[src/rtl/pidtf_pkg.sv]
package pidtf_pkg;

  // sample width default
  localparam int SampleWidth = 32;

  // datapath widths that follow from the sample width
  localparam int NumW = (SampleWidth + 74 > 98) ? SampleWidth + 74 : 98;
  localparam int OpW  = (SampleWidth + 2 > 33) ? SampleWidth + 2 : 33;

  // configuration port
  localparam int CfgW    = 32;
  localparam int CfgIdxW = 3;

  typedef enum logic [CfgIdxW-1:0] {
    CFG_PROP_GAIN     = 3'd0,
    CFG_INTEG_GAIN    = 3'd1,
    CFG_DERIV_GAIN    = 3'd2,
    CFG_DERIV_BW      = 3'd3,
    CFG_SAMPLE_PERIOD = 3'd4
  } cfg_idx_e;

  localparam logic [CfgW-1:0] PropGainRst   = 32'd65536;
  localparam logic [CfgW-1:0] IntegGainRst  = 32'd0;
  localparam logic [CfgW-1:0] DerivGainRst  = 32'd0;
  localparam logic [CfgW-1:0] DerivBwRst    = 32'd409600;
  localparam logic [CfgW-1:0] SamplePerRst  = 32'd4294967;

  // coefficient formats
  localparam int DenW   = 54;
  localparam int NacW   = 55;
  localparam int TaW    = 69;
  localparam int TbW    = 68;
  localparam int K3W    = 65;
  localparam int S28W   = 65;

  // fixed-point shifts
  localparam int GtProdW      = 64;
  localparam int GtShift      = 12;
  localparam int KScale       = 12;
  localparam int DenBaseShift = 34;
  localparam int TaShift      = 28;
  localparam int TbProdW      = 96;
  localparam int TbShift1     = 32;
  localparam int TbShift2     = 28;
  localparam int K3Shift      = 6;
  localparam int Y1Shift      = 35;

  // multiplier digit size
  localparam int MulDigitW = 12;

endpackage

[src/rtl/pidtf_mul.sv]
module pidtf_mul #(
  parameter int NumW = pidtf_pkg::NumW,
  parameter int OpW  = pidtf_pkg::OpW
) (
  input  logic                   clk_i,
  input  logic                   rst_ni,
  input  logic                   start_i,
  input  logic signed [NumW-1:0] a_i,
  input  logic signed [OpW-1:0]  b_i,
  output logic                   done_o,
  output logic signed [NumW-1:0] p_o
);

  localparam int DigW = pidtf_pkg::MulDigitW;

  logic                   busy_q, fin_q, done_q;
  logic signed [NumW-1:0] a_q, acc_q, p_q;
  logic [OpW-1:0]         b_q;
  logic                   neg_q;

  logic [OpW-1:0]         b_mag;
  logic [OpW-1:0]         b_next;
  logic signed [NumW-1:0] pp;
  logic                   last_digit;

  assign b_mag      = b_i[OpW-1] ? (~b_i + OpW'(1)) : b_i;
  assign b_next     = b_q >> DigW;
  assign last_digit = (b_next == '0);
  assign pp         = a_q * $signed({1'b0, b_q[DigW-1:0]});

  always_ff @(posedge clk_i or negedge rst_ni) begin
    if (!rst_ni) begin
      busy_q <= 1'b0;
      fin_q  <= 1'b0;
      done_q <= 1'b0;
    end else begin
      done_q <= fin_q;
      fin_q  <= busy_q && last_digit;
      if (start_i) begin
        busy_q <= 1'b1;
      end else if (busy_q && last_digit) begin
        busy_q <= 1'b0;
      end
    end
  end

  // one digit of b per cycle
  always_ff @(posedge clk_i) begin
    if (start_i) begin
      a_q   <= a_i;
      b_q   <= b_mag;
      neg_q <= b_i[OpW-1];
      acc_q <= '0;
    end else if (busy_q) begin
      acc_q <= acc_q + pp;
      a_q   <= a_q << DigW;
      b_q   <= b_next;
    end
    if (fin_q) begin
      p_q <= neg_q ? (~acc_q + NumW'(1)) : acc_q;
    end
  end

  assign done_o = done_q;
  assign p_o    = p_q;

  a_start_idle: assert property (@(posedge clk_i) disable iff (!rst_ni)
    start_i |-> !busy_q && !fin_q)
    else $error("multiplier started while busy");

  a_done_pulse: assert property (@(posedge clk_i) disable iff (!rst_ni)
    done_q |=> !done_q)
    else $error("multiplier done longer than one cycle");

endmodule

[config.mk]
export PLATFORM = sky130hd
export DESIGN_NAME = pidtf_mul
export DESIGN_NICKNAME = d
export VERILOG_FILES = /design/src/rtl/pidtf_pkg.sv /design/src/rtl/pidtf_mul.sv
export SDC_FILE = /design/constraint.sdc
export NUM_CORES = 2
export LEC_CHECK = 0
export BUFFER_PORTS_ARGS = -buffer_cell sky130_fd_sc_hd__buf_2
export CORE_UTILIZATION = 43
export DETAILED_ROUTE_END_ITERATION = 12
export GPL_TIMING_DRIVEN = 0
export SLEW_MARGIN = 40
export SYNTH_ARGS = -nofsm -noshare
export SYNTH_HDL_FRONTEND = slang
export SYNTH_SLANG_ARGS = --single-unit
[constraint.sdc]
create_clock -name clk_i -period 19.2 [get_ports clk_i]
set_input_delay 3.84 -clock clk_i [delete_from_list [all_inputs] [get_ports clk_i]]
set_output_delay 3.84 -clock clk_i [all_outputs]
set_load 0.05 [all_outputs]
Word-level counts from Yosys, hierarchy flattened
Index checks and enable logic that the tools add are counted.
{"block": "word_totals", "reg_bits": 356, "inputBits": 143, "output_inout_bits": 107, "wordCells": 26}
{"block": "op_classes", "add_sub_neg": 3, "n_mul": 1, "n_mux": 8, "bitwise": 2, "reduce_logical": 4}
{"operator": "$mux W106", "n": 3}
{"operator": "$add A106 B106 Y106", "n": 1}
{"operator": "$add A106 B2 Y106 const B", "n": 1}
{"operator": "$mul A106 B13 Y106", "n": 1}
{"operator": "$not A106 Y106", "n": 1}
{"operator": "$mux W34", "n": 3}
{"operator": "$add A34 B2 Y34 const B", "n": 1}
{"operator": "$logic_not A34 Y1", "n": 1}
{"operator": "$not A34 Y34", "n": 1}
{"operator": "$reduce_bool A2 Y1", "n": 2}
{"operator": "$mux W1", "n": 2}
{"operator": "$logic_and A1 B1 Y1", "n": 1}

Logic depth before layout (Yosys ltp)
{"block": "depth", "depth_word": 4, "mapped_depth": 29, "depth_no_buf": 26}

Least setup slack after synthesis
OpenSTA, ideal clock, no wires.
{"block": "synth_path", "kind": "in2reg", "start": "input start_i", "end": "register a_q[0] (enable)", "setup_ns": 0.560, "arrival_ns": 8.286, "required_ns": 18.640, "path_slack_ns": 10.354, "path_stages": 4, "n_path_buf": 2, "path_cell_list": "clkbuf_1 nor2_1 inv_1 clkbuf_1"}
{"block": "synth_between", "elab_chain_len": 1}
{"item": "from (decl)", "line": "pidtf_mul.sv:7", "source": "input logic start_i,"}
{"item": "$reduce_bool A2 Y1 (no source line)"}
{"item": "to (signal assigned)", "line": "pidtf_mul.sv:50", "source": "a_q <= a_i;"}
{"item": "to (signal assigned)", "line": "pidtf_mul.sv:56", "source": "a_q <= a_q << DigW;"}
{"item": "to (decl)", "line": "pidtf_mul.sv:17", "source": "logic signed [NumW-1:0] a_q, acc_q, p_q;"}
No other way between the ends.
A chain may end at the register's enable or synchronous reset.

Final worst setup path
{"block": "layout_path", "start": "register b_q[1]", "end": "register acc_q[103]"}
{"block": "layout_between", "elab_chain_len": 2}
{"item": "from (decl)", "line": "pidtf_mul.sv:18", "source": "logic [OpW-1:0] b_q;"}
{"item": "from (signal assigned)", "line": "pidtf_mul.sv:51", "source": "b_q <= b_mag;"}
{"item": "from (signal assigned)", "line": "pidtf_mul.sv:57", "source": "b_q <= b_next;"}
{"item": "$mul A106 B13 Y106", "line": "pidtf_mul.sv:29", "source": "assign pp = a_q * $signed({1'b0, b_q[DigW-1:0]});"}
{"item": "$add A106 B106 Y106", "line": "pidtf_mul.sv:55", "source": "acc_q <= acc_q + pp;"}
{"item": "to (signal assigned)", "line": "pidtf_mul.sv:55"}
{"item": "to (decl)", "line": "pidtf_mul.sv:17"}
No other way between the ends.

==> flow_summary.json <==
{
  "final_max_slew_viol_count": 0,
  "fin_tns_setup_ns": 0,
  "clock_latency_ns": 0.67,
  "cp.arrival_ns": 10.26,
  "cts_tree": "done",
  "num_rows": 132,
  "critical_path_class": "reg -> reg",
  "slew-limit-headroom": 0.340,
  "fin_crit_ns": 9.71,
  "post_cts_buffers": 0,
  "gp_congestion": 1.01,
  "die_h_um": 364,
  "slowest_stage": "clkbuf_1",
  "synth-seq-area-share": 0.171,
  "worst_setup_path_end_kind": "register",
  "cts_buffer_depth": 3,
  "synth_edf_count": 247,
  "finClkSkew_ns": 0.0307,
  "die_area_um2": 132000,
  "initial_core_util": 0.434,
  "synth_top_cell_area_share": 0.384,
  "async_reset_ff_frac": 0.00843,
  "cpMostUsedCell": "fa_1",
  "nFillCells": 12500,
  "port_buffers": 249,
  "cts_made_buffers": 48,
  "drc_errors": 0,
  "maxClockFrequency_mhz": 103,
  "cp_top_family": "adder cells",
  "root_buffer": "clkbuf_16",
  "drtIter0Drc": 4401,
  "finalNetCount": 7704,
  "hold_violations": 0,
  "grt_pass1_vias": 45000,
  "synth_nets": 7392,
  "io_pins": 250,
  "dp.final_hpwl_mm": 179,
  "cts.clk_slew.worst_paths_ns": 0.06,
  "grt-ovfl-total": 0,
  "synth_common_cells": "1144 x inv_1, 1079 x fa_1, 780 x nand2_1",
  "grt_first_pass_wirelength_mm": 311,
  "ctsHoldBuffers": 0,
  "ys_ff_latch": 356,
  "clock-sinks": 356,
  "cts_resized": 0,
  "synthTopCellsByArea": "fa_1 38%, edfxtp_1 13%, inv_1 7.6%",
  "crit_path_max_incr_delay_ns": 0.76,
  "yosysMostFrequentCell": "inv_1",
  "worstSetupStartpointType": "register",
  "vias_per_cell": 5.50,
  "min_path_type": "reg -> reg",
  "yosysTopAreaCell": "fa_1",
  "syn_area_um2": 56200,
  "rsz0062_at_grt": "no",
  "tightest_slew_ns": 0.989,
  "ys_types": 79,
  "avgSynthCellArea_um2": 9.46,
  "synthCells": 5941,
  "grtUsageTotal": 0.330,
  "wl_per_cell_um": 26.9,
  "crit_required_ns": 19.75,
  "core_um2": 130000,
  "status": "completed",
  "syn_to_final_growth_pct": 9.67,
  "worst-path-max-fanout": 10,
  "cap_violations": 0,
  "drive_gt1_frac": 0.0891,
  "cts-htree-levels": 2,
  "ys_warn_count": 0,
  "antenna_found_initial": 23,
  "vias": 44200,
  "finalSetupViolCount": 0,
  "min_period_over_period": 0.506,
  "fin_hold_ws_ns": 0.548,
  "crit_buf_inv": 8,
  "ys.flop_type": "edfxtp_1",
  "drt_wl_total_mm": 216,
  "die_w_um": 364,
  "dr.pass1.iters": 8,
  "final_antenna_net_count": 0,
  "grt_start_max_net_pins": 45
}
-- flip-flops by register name, indices dropped and copies added, names as in the netlist --
signal / count
a_q: 106
acc_q: 106
p_o: 106
b_q: 34
busy_q: 1
done_o: 1
fin_q: 1
neg_q: 1
-- cell usage in the layout (no fill, tap or decap), types with 9 or more instances in the layout --
master	synthesis	final
diode_2	0	9
o22ai_1	32	32
o31ai_1	40	38
nand2b_1	15	15
buf_2	1	256
o21a_1	11	11
nand3_1	39	39
nor2b_1	9	9
or4_1	15	15
inv_1	1144	1144
nand2_1	780	780
a31oi_1	18	17
o41ai_1	22	22
or2_2	10	10
nand4_1	42	42
o21bai_1	30	30
and2_1	608	608
clkbuf_1	324	258
clkinv_4	0	9
ha_1	229	229
mux2i_1	56	56
clkbuf_2	0	70
xnor2_1	179	178
edfxtp_1	247	247
fa_1	1079	1079
clkbuf_16	0	49
xor2_1	75	75
mux2_2	95	95
or3_1	15	15
nor3_1	28	27
clkinv_2	0	9
and3_1	15	15
a211oi_1	11	11
o21ai_0	139	138
nor2_1	173	172
a21oi_1	164	164
nor4_1	14	11
dfxtp_1	106	106
a21o_1	65	65
-- cell type report --
cell class / count / area [um2] / area share
clock inverter: 35 / 358 / 0.00581
buffer: 332 / 1340 / 0.0218
tap: 1742 / 2180 / 0.0354
timing repair buffer: 262 / 1470 / 0.0238
clock buffer: 55 / 1260 / 0.0204
multi-input combinational: 4108 / 41100 / 0.667
sequential: 356 / 9620 / 0.156
inverter: 1145 / 4300 / 0.0697
antenna: 9 / 22.5 / 0.000365
-- stage by stage --
step	instances	setup slack [ns]	instance area, um2	utilization
after floorplan	5941	10.35	56200	-
after global placement	7932	5.88	59600	0.460
after detailed placement	7945	9.69	60000	0.463
after CTS	8035	9.67	61600	0.475
after global routing	8035	9.36	61600	0.475
final	8044	9.49	61600	0.475
-- worst paths after layout --
check / start / to / slack, ns / cells after the start
worst max-delay path: b_q[1] / acc_q[103] / 9.49 / 27
worst min-delay path: acc_q[37] / acc_q[37] / 0.55 / 2
worst max register to register: b_q[1] / acc_q[103] / 9.49 / 27
worst min register to register: acc_q[37] / acc_q[37] / 0.55 / 2
max in group asynchronous: rst_ni / fin_q / 16.10 / 1
min in group asynchronous: rst_ni / done_o / 2.96 / 1
-- layer usage --
| metal | routed length, um | track usage | up-vias |
|---|---|---|---|
| li1 | - | - | 18900 |
| met1 | 88800 | 0.452 | 22400 |
| met2 | 89900 | 0.478 | 2473 |
| met3 | 25500 | 0.0987 | 477 |
| met4 | 11900 | 0.152 | 20 |
| met5 | 136 | 0 | - |
-- cell families (layout without fill, tap and decap cells) --
kind of cell,count (synthesis),count (layout),synth area share
compound gates,601,601,0.0680
xor+xnor,254,254,0.0396
simple gates,1794,1794,0.158
fa+ha+maj,1308,1308,0.435
mux,151,151,0.0290
flops,356,356,0.171
other cells,0,9,0
buf+inv,1477,1829,0.0987
-- worst register-to-register path, delay by kind of cell, from the launching register on --
kind	cells	cell delay (ns)
multiplexers	1	0.18
adder cells (fa/ha/maj)	7	3.16
buffers and inverters	8	2.21
AND/OR/NAND/NOR	3	0.76
AO/OA/AOI/OAI	8	2.73
flip-flops	1	0.56
Power is left out: the tool's default activity adds up to more than one toggle a clock period on the data nets, which glitch-free logic cannot reach.
