**src/rtl/pidtf_pkg.sv**
```systemverilog
package pidtf_pkg;

  // sample width default
  localparam int SampleWidth = 32;

  // datapath widths that follow from the sample width
  localparam int NumW = (SampleWidth + 74 > 98) ? SampleWidth + 74 : 98;
  localparam int OpW  = (SampleWidth + 2 > 33) ? SampleWidth + 2 : 33;

  // configuration port
  localparam int CfgW    = 32;
  localparam int CfgIdxW = 3;

  typedef enum logic [CfgIdxW-1:0] {
    CFG_PROP_GAIN     = 3'd0,
    CFG_INTEG_GAIN    = 3'd1,
    CFG_DERIV_GAIN    = 3'd2,
    CFG_DERIV_BW      = 3'd3,
    CFG_SAMPLE_PERIOD = 3'd4
  } cfg_idx_e;

  localparam logic [CfgW-1:0] PropGainRst   = 32'd65536;
  localparam logic [CfgW-1:0] IntegGainRst  = 32'd0;
  localparam logic [CfgW-1:0] DerivGainRst  = 32'd0;
  localparam logic [CfgW-1:0] DerivBwRst    = 32'd409600;
  localparam logic [CfgW-1:0] SamplePerRst  = 32'd4294967;

  // coefficient formats
  localparam int DenW   = 54;
  localparam int NacW   = 55;
  localparam int TaW    = 69;
  localparam int TbW    = 68;
  localparam int K3W    = 65;
  localparam int S28W   = 65;

  // fixed-point shifts
  localparam int GtProdW      = 64;
  localparam int GtShift      = 12;
  localparam int KScale       = 12;
  localparam int DenBaseShift = 34;
  localparam int TaShift      = 28;
  localparam int TbProdW      = 96;
  localparam int TbShift1     = 32;
  localparam int TbShift2     = 28;
  localparam int K3Shift      = 6;
  localparam int Y1Shift      = 35;

  // multiplier digit size
  localparam int MulDigitW = 12;

endpackage

```
**src/rtl/pidtf_div.sv**
```systemverilog
module pidtf_div #(
  parameter int NumW        = pidtf_pkg::NumW,
  parameter int SampleWidth = pidtf_pkg::SampleWidth,
  parameter int DenW        = pidtf_pkg::DenW
) (
  input  logic                   clk_i,
  input  logic                   rst_ni,
  input  logic                   start_i,
  input  logic [NumW-1:0]        mag_i,
  input  logic [DenW-1:0]        den_i,
  output logic                   done_o,
  output logic [SampleWidth-1:0] quot_o,
  output logic                   ovf_o
);

  localparam int CntW = $clog2(SampleWidth + 1);
  localparam int HiW  = NumW - SampleWidth;

  logic                   busy_q, done_q;
  logic [CntW-1:0]        cnt_q;
  logic [DenW-1:0]        rem_q;
  logic [SampleWidth-1:0] low_q, q_q;
  logic                   ovf_q;

  logic [HiW-1:0]  mag_hi;
  logic            ovf_start;
  logic [DenW:0]   trial, diff;
  logic            ge;

  assign mag_hi    = mag_i[NumW-1:SampleWidth];
  assign ovf_start = mag_hi >= {{(HiW-DenW){1'b0}}, den_i};
  assign trial     = {rem_q, low_q[SampleWidth-1]};
  assign diff      = trial - {1'b0, den_i};
  assign ge        = trial >= {1'b0, den_i};

  always_ff @(posedge clk_i or negedge rst_ni) begin
    if (!rst_ni) begin
      busy_q <= 1'b0;
      done_q <= 1'b0;
      cnt_q  <= '0;
    end else begin
      done_q <= 1'b0;
      if (start_i) begin
        busy_q <= !ovf_start;
        done_q <= ovf_start;
        cnt_q  <= CntW'(SampleWidth);
      end else if (busy_q) begin
        cnt_q <= cnt_q - CntW'(1);
        if (cnt_q == CntW'(1)) begin
          busy_q <= 1'b0;
          done_q <= 1'b1;
        end
      end
    end
  end

  // restoring division, one quotient bit per cycle
  always_ff @(posedge clk_i) begin
    if (start_i) begin
      ovf_q <= ovf_start;
      rem_q <= mag_hi[DenW-1:0];
      low_q <= mag_i[SampleWidth-1:0];
    end else if (busy_q) begin
      rem_q <= ge ? diff[DenW-1:0] : trial[DenW-1:0];
      low_q <= low_q << 1;
      q_q   <= {q_q[SampleWidth-2:0], ge};
    end
  end

  assign done_o = done_q;
  assign quot_o = q_q;
  assign ovf_o  = ovf_q;

  a_start_idle: assert property (@(posedge clk_i) disable iff (!rst_ni)
    start_i |-> !busy_q)
    else $error("divider started while busy");

endmodule

```
**config.mk**
```make
export PLATFORM = sky130hd
export DESIGN_NAME = pidtf_div
export DESIGN_NICKNAME = d
export VERILOG_FILES = /design/src/rtl/pidtf_pkg.sv /design/src/rtl/pidtf_div.sv
export SDC_FILE = /design/constraint.sdc
export NUM_CORES = 1
export LEC_CHECK = 0
export BUFFER_PORTS_ARGS = -buffer_cell sky130_fd_sc_hd__buf_2
export CAP_MARGIN = 5
export CORE_MARGIN = 8
export CORE_UTILIZATION = 40
export CTS_CLUSTER_SIZE = 20
export DETAILED_ROUTE_END_ITERATION = 10
export HOLD_SLACK_MARGIN = 0.05
export PLACE_DENSITY_LB_ADDON = 0.12
export SYNTH_ARGS = -nofsm -noshare
export SYNTH_HDL_FRONTEND = slang
export SYNTH_SLANG_ARGS = --single-unit
```
**constraint.sdc**
```tcl
create_clock -name clk_i -period 3.1 [get_ports clk_i]
set_input_delay 0.155 -clock clk_i [delete_from_list [all_inputs] [get_ports clk_i]]
set_output_delay 0.155 -clock clk_i [all_outputs]
set_load 0.01 [all_outputs]
```
After elaboration in Yosys (flattened, before gate mapping)
Cells that the tools add are included.
{"block": "word_totals", "ramBits": 0, "input_bits": 163, "ff_bits": 127, "mem_count": 0, "output_inout_bits": 34, "latch_bits": 0, "mem_bits_ro": 0, "word_cells": 29}
{"block": "classes", "n_div": 0, "n_mul": 0, "eq_ne": 1, "n_bitwise": 1, "addsub": 2, "muxes": 13, "n_shift": 0, "reduce_logical": 3, "magnitude_cmp": 2}
{"operator": "$mux 54", "n": 3}
{"operator": "$ge 74x54->1", "n": 1}
{"operator": "$mux 32", "n": 2}
{"operator": "$ge 55x54->1", "n": 1}
{"operator": "$sub 54x54->54", "n": 1}
{"operator": "$mux 6", "n": 2}
{"operator": "$eq 6x1->1 const B", "n": 1}
{"operator": "$mux 1", "n": 6}
{"operator": "$sub 6x1->6 const B", "n": 1}
{"operator": "$reduce_and 2->1", "n": 1}
{"operator": "$reduce_bool 2->1", "n": 1}
{"operator": "$logic_not 1->1", "n": 1}
{"operator": "$not 1->1", "n": 1}

Depth between registers and ports, before layout
{"block": "depth", "word_depth": 4, "ltp_mapped": 14}

Worst setup path before layout
OpenSTA, ideal clock, no wires.
{"block": "synth_path", "kind": "register to register", "from": "register low_q[31]", "to": "register rem_q[46] (data pin)", "slack_ns": 0.164, "arrival_ns": 2.669, "path_stages_with_launch": 13, "path_buffers": 0, "synth_period_minus_slack_ns": 2.936, "required_ns": 2.834, "path_cell_list": "edfxtp_1 -> inv_1 -> ha_1 -> fa_1 -> nand2b_1 -> a211oi_2 -> o211ai_1 -> a2111oi_2 -> o31ai_1 -> o211ai_1 -> a41oi_1 -> a2111oi_2 -> nor3b_1"}
{"block": "synth_between", "elab_chain_len": 4, "word_cells_on_any_way": 5}
{"item": "start, declared", "line": "pidtf_div.sv:22", "text": "logic [SampleWidth-1:0] low_q, q_q;"}
{"item": "start signal, assigned", "line": "pidtf_div.sv:62", "text": "low_q <= mag_i[SampleWidth-1:0];"}
{"item": "start signal, assigned", "line": "pidtf_div.sv:65", "text": "low_q <= low_q << 1;"}
{"item": "$sub 54x54->54 / $ge 55x54->1 (equally long branches)", "line": "pidtf_div.sv:33, pidtf_div.sv:34"}
{"item": "$mux 54 (*)", "line": "pidtf_div.sv:64", "text": "rem_q <= ge ? diff[DenW-1:0] : trial[DenW-1:0];"}
{"item": "$mux 54 (*)", "line": "pidtf_div.sv:63", "text": "end else if (busy_q) begin"}
{"item": "$mux 54 (*)", "line": "pidtf_div.sv:59", "text": "if (start_i) begin"}
{"item": "end signal, assigned", "line": "pidtf_div.sv:61", "text": "rem_q <= mag_hi[DenW-1:0];"}
{"item": "end signal, assigned", "line": "pidtf_div.sv:64"}
{"item": "end, declared", "line": "pidtf_div.sv:21", "text": "logic [DenW-1:0] rem_q;"}
Every way passes the cells marked *; elsewhere a longest branch is shown, timed or not. The select of a mux whose other input is x is not followed.
A chain may end at the register's enable or synchronous reset.

Worst setup path in the final report
{"block": "layout_path", "from": "register rem_q[10]", "to": "register rem_q[46] (data pin)"}
{"block": "layout_between", "elab_chain_len": 4, "word_cells_on_any_way": 5}
{"item": "$sub 54x54->54 / $ge 55x54->1 (equally long branches)", "line": "pidtf_div.sv:33, pidtf_div.sv:34"}
{"item": "$mux 54 (*)", "line": "pidtf_div.sv:64"}
{"item": "$mux 54 (*)", "line": "pidtf_div.sv:63"}
{"item": "$mux 54 (*)", "line": "pidtf_div.sv:59"}
Marked as above.

==> run metrics <==
# nets final=1725; syn_area_per_cell=9.31 um^2; DR vias=around 10000; post-synthesis sequential area ratio=0.358; violated checks=negative setup slack; Crit path max-delay family=compound AO/OA/AOI/OAI gates; met1 wire length=15500 um; CP max FO=5; CTS H-tree depth=4; non-filler cells, final=1799; drt wl/cell=between 15 and 20 um; CTS sink count=127; max-cap violations=0; critical path class=reg -> reg; Max-slew headroom=0.564; min-delay worst type=in -> reg; clk_skew=0.0147 ns; Cells on Worst Hold Path=2; most common cell after layout, fill and taps aside=buf_2; DP Cell Count=1709; wire length on met2=roughly 17000 um; most frequent CP cell=buf_4; GPL Wtd Cong=around 0.87; CTS root buf=clkbuf_16; post-route cell area=0.0144 mm^2; Critical Path Stages=12; Slew @ Worst Pin=0.654 ns; number of synthesized register bits=127; DR pass1 iterations=5; CP max stage cell=edfxtp_1; ys async rst share=0.0630; number of global-route vias before repair=about 10000; syn nets=around 1400; Synth top area share=0.339; Area growth, synth to finish=36.5%; largest net degree at the start of global routing=58; Fmax=312 MHz; TritonCTS buffer count=17; final wirelength=34800 um; Hold Fails Final Rpt=0; Worst-path clk slew=0.06 ns; Placement Setup Slack=-0.194 ns; # DRC=0; synth warn=0; post-DP HPWL=25200 um; remaining global-route overflow=0; num rows=59; Die ar.=0.0318 mm^2; share of cells above drive strength 1=0.335; WHS=0.0592 ns; status=finished with violations; crit path time final=3.20 ns; antenna fix cells=0; Chip Width=178 um; peak supply drop=0.380 mV; first-pass GRT wire length=about 53000 um; io pins=197; Die Ht=178 um; ranking of synthesized cells by area=edfxtp_1 34%, ha_1 13%, a21oi_1 4.4%; Synth Cell Area=0.0105 mm^2; largest area contributor in the synthesized netlist=edfxtp_1; met3 WL=about 1900 um; pwr dens=between 400 and 500 mW/mm^2; Static Leak=6.24 nW; fin crit share=1.03; Core ar.=0.0260 mm^2; most frequent cells in the layout=195 x buf_2, 119 x edfxtp_1, 117 x buf_4, 87 x ha_1, 81 x a21oi_1; # fillers=2419; crit path buf inv count=2; Critical Path RT=3.27 ns; final antenna-violating net count=0; CTS tree=done; Cell Chain, Critical Path=ha_1 > a21oi_1 > o22ai_1 > o22ai_2 > a2111oi_2 > buf_4 > o31ai_2 > o211ai_1 > a41oi_2 > buf_4 > o2111ai_2 > nor3b_2; number of synthesized flops with an enable pin=119; placed cell areas=0.0126 mm^2; RSZ-0062 raised after global routing=true; Max Used Layer=met5; vias per cell=between 5 and 6; gr usage total=0.207; final worst-path setup slack=-0.101 ns; CTS max path bufs=2; initial antenna violation count=1; Setup crit end kind=flop; worst path arrival time=3.37 ns; worst r2r path cells=12; Post-Syn Instances=around 1100; Initial Util=0.406; setup violators final=1; post-synth cell types=71; PortBufs=196; Worst setup SP type=flop; Main synth FF type=edfxtp_1; Worst path max stage delay=around 0.42 ns; Starting DRT DRC Count=654; Clock Latency Late Sink=between 0.4 and 0.5 ns; Final Max Slew Viols=0
-- final timing paths --
path / slack (ns) / from / endpoint
max: -0.10 / rem_q[10] / rem_q[46]
min: 0.06 / mag_i[29] / low_q[29]
max reg2reg: -0.10 / rem_q[10] / rem_q[46]
min reg2reg: 0.43 / quot_o[4] / quot_o[5]
max in group asynchronous: 2.81 / rst_ni / cnt_q[3]
min in group asynchronous: 0.12 / rst_ni / cnt_q[1]
-- Yosys cell counts (all sizes together) (29+ instances only) --
cell type	number
xnor2	29
inv	77
nand4	29
o21ai	69
nor2	78
ha	110
nand3	43
a21oi	93
a31oi	34
edfxtp	119
a21o	45
clkbuf	30
nand2	56
buf	34
mux2	31
-- layer usage --
layer / up-vias / track usage
li1: 4947 / -
met3: 35 / 0.0362
met4: 2 / 0.0482
met2: 280 / 0.351
met5: - / 0
met1: 4777 / 0.269
-- sequential cells by signal, summed over array words and instances (netlist names) --
name / count
busy_q: 1
cnt_q: 6
done_o: 1
low_q: 32
ovf_o: 1
quot_o: 32
rem_q: 54
-- report_power, final --
group / internal [mW] / switching (mW) / total (mW)
Combinational: 1.27 / 1.43 / 2.69
Clock: 1.45 / 0.877 / 2.33
Sequential: 2.05 / 0.0741 / 2.12
Total: 4.76 / 2.38 / 7.14
-- layout make-up --
class	instances	area (um^2)	share of cell area
clock buffers	18	429	0.0298
repair buffers	364	2540	0.177
inverters	77	289	0.0201
multi-input cells	864	6710	0.466
flip-flops and latches	127	3770	0.262
clock inverters	14	230	0.0160
well taps	335	419	0.0291
-- cell families after synthesis --
kind of cell,synth area share
multiplexers,0.0350
XOR/XNOR,0.0324
AO/OA/AOI/OAI,0.238
flip-flops,0.358
AND/OR/NAND/NOR,0.146
adder cells (fa/ha/maj),0.132
buffers and inverters,0.0579
-- repair_timing --
action                                  in CTS  in global routing
hold endpoints to repair                    40                  0
endpoints found under the setup margin      26                 54
pin swaps                                   13                 41
hold buffers                                33                  0
buffers inserted                             4                 15
cloned                                       0                  6
resized for setup                           24                 88
-- per-stage QoR --
stage / TNS [ns] / power (mW) / utilization
global placement: -0.910 / 4.50 / 0.484
finish: -0.101 / 7.14 / 0.554
CTS: -0.0544 / 6.93 / 0.527
global route: -2.15 / 7.53 / 0.554
floorplan: 0 / 3.66 / -
detailed placement: -0.407 / 4.51 / 0.484
(Power assumes the default switching activity.)
